--- src/sv/mfb_pkg.sv ---
// shared types, constants and the crc step for the modbus frame builder
`timescale 1ns / 1ps

package mfb_pkg;

  localparam int BatchBytes  = 32;
  localparam int HeaderBytes = 6;
  localparam int FrameBytes  = HeaderBytes + BatchBytes + 2;
  localparam int JobDepth    = 2;

  localparam int IdxW   = $clog2(BatchBytes);
  localparam int LenW   = $clog2(BatchBytes + 1);
  localparam int KW     = $clog2(FrameBytes);
  localparam int MemAw  = IdxW + 1;
  localparam int JobPw  = $clog2(JobDepth);
  localparam int JobCw  = $clog2(JobDepth + 1);
  localparam int PaddrW = 3;

  localparam logic [7:0]  FuncWriteMulti = 8'h10;
  localparam logic [15:0] RegCount       = 16'h0010;
  localparam logic [7:0]  PadByte        = 8'hff;
  localparam logic [15:0] CrcInit        = 16'hffff;
  localparam logic [15:0] CrcPoly        = 16'ha001;

  localparam logic RegSlaveAddress = 1'b0;
  localparam logic RegStartAddress = 1'b1;

  // one closed batch waiting for the sender
  typedef struct packed {
    logic            bank;
    logic [LenW-1:0] len;
  } job_t;

  // payload memory write port
  typedef struct packed {
    logic             en;
    logic [MemAw-1:0] addr;
    logic [7:0]       data;
  } wr_t;

  // configuration seen by the sender
  typedef struct packed {
    logic [7:0]  slave_address;
    logic        addr_load;
    logic [15:0] start_address;
  } cfg_t;

  function automatic logic [15:0] crc_byte(input logic [15:0] crc, input logic [7:0] b);
    logic [15:0] c;
    c = crc ^ {8'h00, b};
    for (int i = 0; i < 8; i++) begin
      c = c[0] ? ((c >> 1) ^ CrcPoly) : (c >> 1);
    end
    return c;
  endfunction

endpackage

--- src/sv/mfb_front.sv ---
// batch collector: writes octets into the free payload bank and closes batches
`timescale 1ns / 1ps

module mfb_front (
  input  logic                clk_i,
  input  logic                rst_ni,
  input  logic                push_i,
  input  logic [7:0]          data_byte_i,
  input  logic                final_byte_i,
  output logic                full_o,
  input  logic                jobq_full_i,
  output logic                job_push_o,
  output mfb_pkg::job_t       job_o,
  output mfb_pkg::wr_t        wr_o
);
  import mfb_pkg::*;

  logic [LenW-1:0] fill_q, fill_d;
  logic            bank_q, bank_d;
  logic [LenW-1:0] fill_inc;
  logic            take;
  logic            close;

  assign full_o   = jobq_full_i;
  assign take     = push_i && !jobq_full_i;
  assign fill_inc = fill_q + 1'b1;
  assign close    = final_byte_i || (fill_inc == LenW'(BatchBytes));

  assign wr_o.en   = take;
  assign wr_o.addr = {bank_q, fill_q[IdxW-1:0]};
  assign wr_o.data = data_byte_i;

  assign job_push_o = take && close;
  assign job_o.bank = bank_q;
  assign job_o.len  = fill_inc;

  always_comb begin
    fill_d = fill_q;
    bank_d = bank_q;
    if (take) begin
      if (close) begin
        fill_d = '0;
        bank_d = !bank_q;
      end else begin
        fill_d = fill_inc;
      end
    end
  end

  always_ff @(posedge clk_i or negedge rst_ni) begin
    if (!rst_ni) begin
      fill_q <= '0;
      bank_q <= 1'b0;
    end else begin
      fill_q <= fill_d;
      bank_q <= bank_d;
    end
  end

endmodule

--- src/sv/mfb_jobq.sv ---
// short queue of closed batches between collector and sender
`timescale 1ns / 1ps

module mfb_jobq (
  input  logic          clk_i,
  input  logic          rst_ni,
  input  logic          push_i,
  input  mfb_pkg::job_t job_i,
  input  logic          pop_i,
  output logic          full_o,
  output logic          valid_o,
  output mfb_pkg::job_t head_o
);
  import mfb_pkg::*;

  job_t             slot_q [JobDepth];
  logic [JobPw-1:0] wr_q, wr_d;
  logic [JobPw-1:0] rd_q, rd_d;
  logic [JobCw-1:0] cnt_q, cnt_d;

  assign full_o  = (cnt_q == JobCw'(JobDepth));
  assign valid_o = (cnt_q != '0);
  assign head_o  = slot_q[rd_q];

  always_comb begin
    wr_d  = wr_q;
    rd_d  = rd_q;
    cnt_d = cnt_q;
    if (push_i) begin
      wr_d = (wr_q == JobPw'(JobDepth - 1)) ? '0 : wr_q + 1'b1;
    end
    if (pop_i) begin
      rd_d = (rd_q == JobPw'(JobDepth - 1)) ? '0 : rd_q + 1'b1;
    end
    if (push_i && !pop_i) begin
      cnt_d = cnt_q + 1'b1;
    end else if (pop_i && !push_i) begin
      cnt_d = cnt_q - 1'b1;
    end
  end

  always_ff @(posedge clk_i) begin
    if (push_i) begin
      slot_q[wr_q] <= job_i;
    end
  end

  always_ff @(posedge clk_i or negedge rst_ni) begin
    if (!rst_ni) begin
      wr_q  <= '0;
      rd_q  <= '0;
      cnt_q <= '0;
    end else begin
      wr_q  <= wr_d;
      rd_q  <= rd_d;
      cnt_q <= cnt_d;
    end
  end

endmodule

--- src/sv/mfb_back.sv ---
// frame sender: payload memory, byte sequencer, running crc and output register
`timescale 1ns / 1ps

module mfb_back (
  input  logic          clk_i,
  input  logic          rst_ni,
  input  mfb_pkg::wr_t  wr_i,
  input  mfb_pkg::cfg_t cfg_i,
  input  logic          job_valid_i,
  input  mfb_pkg::job_t job_i,
  output logic          job_pop_o,
  input  logic          pop_i,
  output logic          empty_o,
  output logic [7:0]    frame_byte_o,
  output logic          frame_end_o
);
  import mfb_pkg::*;

  localparam logic [KW-1:0] KHead   = KW'(HeaderBytes);
  localparam logic [KW-1:0] KCrcLo  = KW'(FrameBytes - 2);
  localparam logic [KW-1:0] KLast   = KW'(FrameBytes - 1);

  logic [7:0]       mem_q [2 * BatchBytes];
  logic [7:0]       rdata_q;

  logic [KW-1:0]    k_q, k_d;
  logic [15:0]      crc_q, crc_d;
  logic [15:0]      faddr_q, faddr_d;
  logic             ov_q, ov_d;
  logic [7:0]       ob_q, ob_d;
  logic             oe_q, oe_d;

  logic             adv;
  logic             last;
  logic [KW-1:0]    k_nxt;
  logic [KW-1:0]    k_off;
  logic [KW-1:0]    nk_off;
  logic [7:0]       cur_byte;

  assign adv       = job_valid_i && (!ov_q || pop_i);
  assign last      = (k_q == KLast);
  assign job_pop_o = adv && last;
  assign k_nxt     = !adv ? k_q : (last ? '0 : k_q + 1'b1);
  assign k_off     = k_q - KHead;
  assign nk_off    = k_nxt - KHead;

  assign empty_o      = !ov_q;
  assign frame_byte_o = ob_q;
  assign frame_end_o  = oe_q;

  always_comb begin
    if (k_q == KW'(0)) begin
      cur_byte = cfg_i.slave_address;
    end else if (k_q == KW'(1)) begin
      cur_byte = FuncWriteMulti;
    end else if (k_q == KW'(2)) begin
      cur_byte = faddr_q[15:8];
    end else if (k_q == KW'(3)) begin
      cur_byte = faddr_q[7:0];
    end else if (k_q == KW'(4)) begin
      cur_byte = RegCount[15:8];
    end else if (k_q == KW'(5)) begin
      cur_byte = RegCount[7:0];
    end else if (k_q == KCrcLo) begin
      cur_byte = crc_q[7:0];
    end else if (k_q == KLast) begin
      cur_byte = crc_q[15:8];
    end else if (KW'(job_i.len) > k_off) begin
      cur_byte = rdata_q;
    end else begin
      cur_byte = PadByte;
    end
  end

  always_comb begin
    k_d     = k_nxt;
    crc_d   = crc_q;
    faddr_d = faddr_q;
    ov_d    = ov_q && !pop_i;
    ob_d    = ob_q;
    oe_d    = oe_q;
    if (adv) begin
      ov_d = 1'b1;
      ob_d = cur_byte;
      oe_d = last;
      if (last) begin
        crc_d   = CrcInit;
        faddr_d = faddr_q + 16'(BatchBytes);
      end else if (k_q < KCrcLo) begin
        crc_d = crc_byte(crc_q, cur_byte);
      end
    end
    if (cfg_i.addr_load) begin
      faddr_d = cfg_i.start_address;
    end
  end

  // one write port from the collector, one registered read port ahead of the sequencer
  always_ff @(posedge clk_i) begin
    if (wr_i.en) begin
      mem_q[wr_i.addr] <= wr_i.data;
    end
    rdata_q <= mem_q[{job_i.bank, nk_off[IdxW-1:0]}];
    ob_q    <= ob_d;
    oe_q    <= oe_d;
  end

  always_ff @(posedge clk_i or negedge rst_ni) begin
    if (!rst_ni) begin
      k_q     <= '0;
      crc_q   <= CrcInit;
      faddr_q <= '0;
      ov_q    <= 1'b0;
    end else begin
      k_q     <= k_d;
      crc_q   <= crc_d;
      faddr_q <= faddr_d;
      ov_q    <= ov_d;
    end
  end

endmodule

--- src/sv/modbus_flash_frame_builder_core.sv ---
// top level of the modbus flash frame builder: register port, collector, queue, sender
`timescale 1ns / 1ps
// first frame byte: the batch closed by an octet passes the job queue register, then the
// output register; a frame of 40 bytes then leaves at one byte per cycle while the reader pops every byte
// throughput: one octet per cycle while a payload bank is free; two banks let one batch
// fill while the other is sent, so over a long run the sender sets the octet rate
// reset: asynchronous, clears counters, queue and registers; no clearing pass is needed

module modbus_flash_frame_builder_core (
  input  logic                       clk_i,
  input  logic                       rst_ni,
  // octet input, queue style
  input  logic                       push,
  output logic                       full,
  input  logic [7:0]                 data_byte_i,
  input  logic                       final_byte_i,
  // frame byte output, queue style
  output logic                       empty,
  input  logic                       pop,
  output logic [7:0]                 frame_byte_o,
  output logic                       frame_end_o,
  // register port
  input  logic                       psel,
  input  logic                       penable,
  input  logic                       pwrite,
  input  logic [mfb_pkg::PaddrW-1:0] paddr,
  input  logic [31:0]                pwdata,
  output logic [31:0]                prdata,
  output logic                       pready
);
  import mfb_pkg::*;

  logic [7:0]  slave_q, slave_d;
  logic [15:0] start_q, start_d;
  logic        wr_en;
  logic        reg_sel;

  cfg_t        cfg;
  wr_t         mem_wr;
  job_t        job_in;
  job_t        job_head;
  logic        job_push;
  logic        job_pop;
  logic        jobq_full;
  logic        job_valid;

  // registers sit at byte addresses 0 and 4, so bit 2 picks one
  assign pready  = 1'b1;
  assign reg_sel = paddr[2];
  assign wr_en   = psel && penable && pwrite;

  always_comb begin
    slave_d = slave_q;
    start_d = start_q;
    if (wr_en) begin
      unique case (reg_sel)
        RegSlaveAddress: slave_d = pwdata[7:0];
        RegStartAddress: start_d = pwdata[15:0];
        default:         ;
      endcase
    end
  end

  always_comb begin
    unique case (reg_sel)
      RegSlaveAddress: prdata = {24'h000000, slave_q};
      RegStartAddress: prdata = {16'h0000, start_q};
      default:         prdata = '0;
    endcase
  end

  always_ff @(posedge clk_i or negedge rst_ni) begin
    if (!rst_ni) begin
      slave_q <= 8'h01;
      start_q <= '0;
    end else begin
      slave_q <= slave_d;
      start_q <= start_d;
    end
  end

  // a start address write also loads the sender's frame address counter with the new address
  assign cfg.slave_address = slave_q;
  assign cfg.addr_load     = wr_en && (reg_sel == RegStartAddress);
  assign cfg.start_address = pwdata[15:0];

  // front: collects octets into the free bank and closes batches
  mfb_front u_front (
    .clk_i        (clk_i),
    .rst_ni       (rst_ni),
    .push_i       (push),
    .data_byte_i  (data_byte_i),
    .final_byte_i (final_byte_i),
    .full_o       (full),
    .jobq_full_i  (jobq_full),
    .job_push_o   (job_push),
    .job_o        (job_in),
    .wr_o         (mem_wr)
  );

  // closed batches wait here; full when both banks are taken
  mfb_jobq u_jobq (
    .clk_i   (clk_i),
    .rst_ni  (rst_ni),
    .push_i  (job_push),
    .job_i   (job_in),
    .pop_i   (job_pop),
    .full_o  (jobq_full),
    .valid_o (job_valid),
    .head_o  (job_head)
  );

  // back: builds header, payload with padding and crc, one byte per transfer
  mfb_back u_back (
    .clk_i        (clk_i),
    .rst_ni       (rst_ni),
    .wr_i         (mem_wr),
    .cfg_i        (cfg),
    .job_valid_i  (job_valid),
    .job_i        (job_head),
    .job_pop_o    (job_pop),
    .pop_i        (pop),
    .empty_o      (empty),
    .frame_byte_o (frame_byte_o),
    .frame_end_o  (frame_end_o)
  );

endmodule
--- config.mk ---
export PLATFORM = sky130hd
export DESIGN_NAME = modbus_flash_frame_builder_core
export DESIGN_NICKNAME = d
export VERILOG_FILES = /design/src/sv/mfb_pkg.sv /design/src/sv/mfb_front.sv /design/src/sv/mfb_jobq.sv /design/src/sv/mfb_back.sv /design/src/sv/modbus_flash_frame_builder_core.sv
export SDC_FILE = /design/constraint.sdc
export NUM_CORES = 1
export LEC_CHECK = 0
export BUFFER_PORTS_ARGS = -buffer_cell sky130_fd_sc_hd__buf_2
export CAP_MARGIN = 20
export CORE_UTILIZATION = 67
export DETAILED_ROUTE_END_ITERATION = 10
export GPL_TIMING_DRIVEN = 0
export PLACE_DENSITY = 0.85
export SLEW_MARGIN = 25
export SYNTH_ARGS = -nofsm -noshare
export SYNTH_HDL_FRONTEND = slang
export SYNTH_SLANG_ARGS = --single-unit
--- constraint.sdc ---
create_clock -name clk_i -period 6.2 [get_ports clk_i]
set_clock_uncertainty 0.05 [all_clocks]
set_input_delay 0 -clock clk_i [delete_from_list [all_inputs] [get_ports clk_i]]
set_output_delay 0 -clock clk_i [all_outputs]
set_load 0.05 [all_outputs]
==> impl_metrics.csv, run 1 <==
group,metric,value,unit
run_status,status,"complete, no violations",
clock_tree,h-tree-depth,2,
timing,setup_viol,0,
setup_path,critPathLaunchType,"flop",
route,num_vias,16760,
setup_path,worstPathCellList,"o21ai_1 > inv_1 > mux2i_4 > inv_1 > clkbuf_1 > clkbuf_1 > ha_1 > xnor2_2 > buf_2 > clkbuf_1 > a311oi_1 > a211oi_1 > a21oi_1 > mux4_2",
setup_path,required,6.64,ns
floorplanning,fp.dieW,199.7,um
synth,synth_seq_area_share,0.6909,
hold_path,hold_path_end,"slave_q[2]$_DFFE_PN0P_",
grt,antenna_found_initial,0,
floorplanning,num_rows,72,
clock_tree,cts_sinks,617,
setup_path,end_kind,"flop",
clock_tree,cts_buffer_depth,3,
setup_path,crit_fanout,14,
final_layout,layout_common_cells,"535 x edfxtp_1, 345 x nand2_1, 133 x mux2i_1, 102 x nor2_1, 80 x buf_2",
timing,setup_tns,0,ns
timing,worstMarginPinSlew,1.047,ns
synth,yosysWarningCount,0,
timing,fmax,0.1665,GHz
setup_path,crit_type,"flop to flop",
synth,synth-seq-cells,617,
grt,met1_usage,0.4123,
clock_tree,cts_setup_buffers,0,
setup_path,arrival,6.44,ns
grt,grt_usage,0.3349,
timing,post-route-period-util,0.9686,
clock_tree,clkTransAtPathRegs,0.06,ns
placement,gp_congestion,0.9873,
timing,period_needed,6.005,ns
pwr,power.density,591.6,mW/mm2
clock_tree,numCtsBuffers,60,
grt,grt_pass1_wl,96.30,mm
grt,grt_max_degree,65,
clock_tree,cts_tree,"yes",
final_layout,n_antenna_cell,0,
setup_path,ff2ff_setup_slack,0.19,ns
clock_tree,root_buffer,"clkbuf_16",
synth,synth_area,0.02619,mm2
setup_path,r2r_cells,14,
placement,portBuffers,58,
grt,top_usage_layer,"met2",
timing,finalMaxSlewViolations,0,
synth,synth_enable_flop_cells,535,
hold_path,hold_class,"input pin to flop",
final_layout,layout.cells.most_common,"edfxtp_1",
floorplanning,ios,95,
final_layout,layout-area-overhead-vs-synth,12.65,%
placement,placed_cells_incl_taps,2452,
setup_path,critPathSlowestCell,"a211oi_1",
final_layout,fillers,2255,
clock_tree,insertion_delay,0.64,ns
route,antenna_left,0,
synth,netlist_instances,1860,
synth,async_reset_ff_frac,0.1199,
timing,hold_viol_final,0,
synth,avgSynthCellArea,14.08,um2
setup_path,r2r_start,"u_jobq.cnt_q[0]$_DFFE_PN0P_",
setup_path,r2r_end,"u_back.rdata_q[3]$_DFF_P_",
setup_path,critical_path.top_delay_family,"buffers and inverters",
final_layout,nNetsFinal,2099,
hold_path,worstHoldPathCells,3,
placement,dp_hpwl,41.13,mm
timing,postLayoutSetupSlackWorst,0.1945,ns
placement,dp_slack,-0.1117,ns
floorplanning,initial_utilization,0.6778,
timing,rsz0062_at_grt,"false",
pwr,vdd_ir_drop_max,0.4549,mV
route,viasPerCell,6.445,
setup_path,crit_start,"u_jobq.cnt_q[0]$_DFFE_PN0P_",
pwr,p_leak,10.69,nW
route,drt_first_pass_iters,6,
timing,relSlewSlack,0.2958,
setup_path,path_common_cell,"clkbuf_1",
grt,first_global_vias,16520,
setup_path,cp_slowest_stage_delay,0.72,ns
floorplanning,core-area,0.03865,mm2
synth,ys_types,78,
run,max_cap_viol_count,0,
route,drt_wl_total,64.70,mm
floorplanning,die_height,199.7,um
route,drc,0,
route,wire_per_inst,24.88,um
grt,grt_use_met3,0.06886,
route,drt_iter0_drc,1929,
hold_path,min_from,"pwrite",
timing,whs,0.05834,ns
grt,grt_use_met2,0.5567,
final_layout,drive_above_1_share,0.1469,
floorplanning,die-area,0.03989,mm2
synth,synth_flop_cell,"edfxtp_1",
setup_path,crit_buf_inv,6,
final_layout,final-instance-count-excl-fill,2601,
grt,gr-total-overflow,0,
## sequential cells by signal, summed over array words and instances, names as in the netlist
register,flops
u_back.mem_q,512
start_q,16
u_back.crc_q,16
u_back.faddr_q,16
u_jobq.slot_q,14
slave_q,8
u_back.frame_byte_o,8
u_back.rdata_q,8
u_back.k_q,6
u_front.fill_q,6
u_jobq.cnt_q,2
u_back.frame_end_o,1
u_back.ov_q,1
u_front.bank_q,1
u_jobq.rd_q,1
u_jobq.wr_q,1
## cells in the mapped netlist (6+ instances only)
| master | instances | area (um2) |
|---|---|---|
| a211oi_1 | 34 | 255.2 |
| a21oi_1 | 52 | 260.3 |
| a311oi_1 | 32 | 280.3 |
| a31oi_1 | 38 | 237.7 |
| and2_1 | 11 | 68.82 |
| and3_1 | 72 | 450.4 |
| buf_2 | 31 | 155.2 |
| buf_4 | 18 | 135.1 |
| clkbuf_1 | 68 | 255.2 |
| dfrtp_1 | 57 | 1426 |
| dfstp_2 | 17 | 446.7 |
| dfxtp_1 | 8 | 160.2 |
| edfxtp_1 | 535 | 16070 |
| ha_1 | 15 | 187.7 |
| inv_1 | 17 | 63.81 |
| mux2_2 | 21 | 236.5 |
| mux2i_1 | 134 | 1341 |
| mux4_2 | 40 | 900.9 |
| nand2_1 | 345 | 1295 |
| nand2b_1 | 8 | 50.05 |
| nand3_1 | 19 | 95.09 |
| nor2_1 | 102 | 382.9 |
| nor3_1 | 6 | 30.03 |
| o21ai_0 | 31 | 155.2 |
| o21ai_1 | 8 | 40.04 |
| o22a_1 | 9 | 78.83 |
| or3_1 | 6 | 37.54 |
| xnor2_1 | 24 | 210.2 |
| xor2_1 | 17 | 148.9 |
## repair_timing
item,4_1_cts,5_1_grt
hold buffers,37,0
resized for setup,1,2
endpoints found under the hold margin,634,0
endpoints found under the setup margin,7,6
## kinds of logic (layout without fill, tap and decap cells)
group / Yosys count / after routing / share of synthesized area
AOI/OAI and AO/OA: 242 / 242 / 0.06286
buffers and inverters: 143 / 351 / 0.02513
DFF: 617 / 617 / 0.6909
and+or+nand+nor: 602 / 602 / 0.1028
other: 2 / 17 / 0.0002867
adders and majority gates: 15 / 15 / 0.007165
muxes: 195 / 195 / 0.09463
xor gates and xnor gates: 44 / 44 / 0.01614
## report_power, final
| group | internal [W] | switching, W | leakage (nW) | total, W |
|---|---|---|---|---|
| Combinational | 0.00333 | 0.00551 | 4.00 | 0.00885 |
| Clock | 0.00194 | 0.00155 | 0.911 | 0.00349 |
| Sequential | 0.00492 | 0.000204 | 5.78 | 0.00512 |
| Total | 0.0102 | 0.00727 | 10.7 | 0.0175 |
## tightest hold or removal path, cell delays in order
cell and delay, ns:
buf_2 0.11, nand4b_1 0.36, mux2_2 0.23
## metrics by stage
stage | total power (W) | utilization | instance area [um2]
CTS | 0.01722 | 0.7631 | 29490
floorplan | 0.01106 | - | 26250
global placement | 0.01340 | 0.7035 | 27190
global route | 0.01812 | 0.7635 | 29510
detailed placement | 0.01368 | 0.7048 | 27240
finish | 0.01746 | 0.7635 | 29510
## cell type report
class,instances,area (um2),area share
Sequential cell,617,18100,0.6133
Buffer,124,586.8,0.01989
Inverter,19,71.32,0.002417
Clock inverter,40,291.5,0.009880
Tap cell,518,648.1,0.02196
Timing Repair Buffer,96,713.2,0.02417
Multi-Input combinational cell,1115,7521,0.2549
Clock buffer,72,1578,0.05347
## worst max path at each step
stage                                        endpoint  cells past startpoint
after CTS                   u_back.rdata_q[0]$_DFF_P_                     14
final                       u_back.rdata_q[3]$_DFF_P_                     14
after global placement      u_back.rdata_q[1]$_DFF_P_                     14
after detailed placement    u_back.rdata_q[0]$_DFF_P_                     14
after floorplan           u_back.crc_q[0]$_DFFE_PN1P_                     12
after global routing        u_back.rdata_q[3]$_DFF_P_                     15
## metal layers
layer	share of wire	up-vias
met5	0	-
met4	0.062	0
met3	0.090	225
met2	0.49	1077
met1	0.36	8190
li1	-	7271
Power figures use the tool's default switching activity.
==> run 2: changes to the inputs <==
--- a/config.mk
+++ b/config.mk
@@ -10,8 +10,7 @@
 export CORE_UTILIZATION = 67
 export DETAILED_ROUTE_END_ITERATION = 10
 export GPL_TIMING_DRIVEN = 0
-export PLACE_DENSITY = 0.85
-export SLEW_MARGIN = 25
+export PLACE_DENSITY = 0.84
 export SYNTH_ARGS = -nofsm -noshare
 export SYNTH_HDL_FRONTEND = slang
 export SYNTH_SLANG_ARGS = --single-unit
==> impl_metrics.csv, run 2 (synthesis gave the netlist of run 1 again) <==
group,metric,value,unit
floorplanning,fp.dieW,199.7,um
setup_path,critPathLaunchType,"flop",
run,max_cap_viol_count,0,
setup_path,crit_type,"flop to flop",
timing,worstMarginPinSlew,1.099,ns
placement,gp_congestion,0.9356,
pwr,p_leak,10.77,nW
grt,grt_pass1_wl,95.54,mm
route,drt_iter0_drc,1960,
floorplanning,num_rows,72,
route,antenna_left,0,
grt,gr-total-overflow,0,
setup_path,r2r_cells,14,
clock_tree,cts_sinks,617,
floorplanning,die_height,199.7,um
placement,dp_slack,0.1346,ns
final_layout,layout_common_cells,"535 x edfxtp_1, 345 x nand2_1, 133 x mux2i_1, 102 x nor2_1, 88 x buf_2",
final_layout,layout-area-overhead-vs-synth,13.24,%
floorplanning,ios,95,
final_layout,layout.cells.most_common,"edfxtp_1",
setup_path,ff2ff_setup_slack,0.26,ns
timing,rsz0062_at_grt,"false",
grt,antenna_found_initial,1,
timing,period_needed,5.939,ns
placement,portBuffers,58,
placement,dp_hpwl,41.59,mm
route,wire_per_inst,24.58,um
clock_tree,insertion_delay,0.62,ns
clock_tree,cts_setup_buffers,0,
hold_path,hold_class,"input pin to async pin",
placement,placed_cell_area,0.02732,mm2
final_layout,regArea,0.01810,mm2
floorplanning,core-area,0.03865,mm2
final_layout,largest_reg_flops,512,
clock_tree,root_buffer,"clkbuf_16",
clock_tree,numCtsBuffers,59,
route,num_vias,16730,
final_layout,multi_input_area,0.007511,mm2
final_layout,n_antenna_cell,0,
final_layout,drive_above_1_share,0.1489,
clock_tree,cts_buffer_depth,3,
timing,finalMaxSlewViolations,0,
final_layout,largest_register,"u_back.mem_q",
timing,relSlewSlack,0.2466,
route,drc,0,
grt,grt_usage,0.3304,
floorplanning,initial_utilization,0.6778,
pwr,power.density,594.2,mW/mm2
timing,post-route-period-util,0.9578,
route,drt_wl_total,63.90,mm
final_layout,nNetsFinal,2101,
timing,postLayoutSetupSlackWorst,0.2615,ns
timing,hold_viol_final,0,
setup_path,arrival,6.36,ns
clock_tree,clkTransAtPathRegs,0.06,ns
setup_path,r2r_start,"u_jobq.cnt_q[0]$_DFFE_PN0P_",
setup_path,required,6.62,ns
grt,grt_max_degree,75,
route,drt_first_pass_iters,6,
final_layout,final_area,0.02966,mm2
route,viasPerCell,6.434,
pwr,p_total,0.01762,W
clock_tree,cts_tree,"yes",
clock_tree,h-tree-depth,2,
pwr,vdd_ir_drop_max,0.4915,mV
timing,fmax,0.1684,GHz
setup_path,crit_fanout,14,
timing,setup_tns,0,ns
run_status,status,"complete, no violations",
floorplanning,die-area,0.03989,mm2
grt,first_global_vias,16450,
setup_path,r2r_end,"u_back.rdata_q[4]$_DFF_P_",
final_layout,fillers,2154,
setup_path,end_kind,"flop",
timing,setup_viol,0,
[run 2: cell types whose count changed in the layout (fill, tap and decap cells not counted), moves of 2 or more]
cell / previous run / this run
clkbuf_1: 78 / 76
clkinvlp_4: 5 / 2
bufinv_16: 3 / 9
dlygate4sd3_1: 36 / 32
clkinv_8: 0 / 2
buf_4: 27 / 20
buf_12: 2 / 6
clkbuf_16: 61 / 59
inv_6: 4 / 0
buf_2: 80 / 88
buf_16: 0 / 2
[run 2: critical path, cell delays in order (launching register included)]
cell and delay (ns):
dfrtp_1 0.43, o21ai_1 0.42, inv_1 0.42, mux2i_4 0.50, inv_1 0.16, clkbuf_1 0.36
clkbuf_1 0.39, ha_1 0.32, xnor2_1 0.64, buf_2 0.43, clkbuf_1 0.44, a311oi_1 0.14
a211oi_1 0.45, a21oi_1 0.10, mux4_2 0.54
[run 2: where the power goes]
| part | switching, W | internal (W) | total (W) |
|---|---|---|---|
| Clock | 0.00152 | 0.00211 | 0.00363 |
| Sequential | 0.000201 | 0.00492 | 0.00512 |
| Combinational | 0.00554 | 0.00334 | 0.00888 |
[run 2: worst max-delay path by stage]
| stage | cells past startpoint | to | start |
|---|---|---|---|
| after global routing | 14 | u_back.rdata_q[3]$_DFF_P_ | u_jobq.cnt_q[0]$_DFFE_PN0P_ |
| after floorplan | 12 | u_back.crc_q[0]$_DFFE_PN1P_ | u_jobq.rd_q$_DFFE_PN0P_ |
| after detailed placement | 14 | u_back.rdata_q[5]$_DFF_P_ | u_jobq.cnt_q[0]$_DFFE_PN0P_ |
| after CTS | 14 | u_back.rdata_q[5]$_DFF_P_ | u_jobq.cnt_q[0]$_DFFE_PN0P_ |
| after global placement | 14 | u_back.rdata_q[3]$_DFF_P_ | u_jobq.cnt_q[0]$_DFFE_PN0P_ |
| final | 14 | u_back.rdata_q[4]$_DFF_P_ | u_jobq.cnt_q[0]$_DFFE_PN0P_ |
[run 2: metrics by stage]
step | util | std cells | hold slack, ns
2_1_floorplan | - | 1875 | -0.3456
3_3_place_gp | 0.7035 | 2451 | 0.1668
3_5_place_dp | 0.7069 | 2457 | 0.1468
4_1_cts | 0.7651 | 2595 | 0.01654
5_1_grt | 0.7675 | 2600 | 0.08215
6_report | 0.7675 | 2600 | 0.01785
[run 2: cell type report]
class,count,area share
Multi-Input combinational cell,1115,0.2532
Buffer,124,0.01978
Clock buffer,67,0.05079
Tap cell,518,0.02185
Timing Repair Buffer,99,0.02683
Inverter,19,0.002404
Clock inverter,41,0.01497
Sequential cell,617,0.6102
[run 2: routing by layer]
layer	wire length [um]	up-vias	GRT usage
li1	-	7271	-
met1	22190	8151	0.4138
met2	31420	1077	0.5490
met3	6356	227	0.05586
met4	3917	2	0.1911
met5	11	-	0
[run 2: timing repair]
action / in CTS / in global routing
gates resized for setup: 0 / 3
hold buffers: 30 / 2
hold endpoints to repair: 260 / 51
setup endpoints to repair: 0 / 8
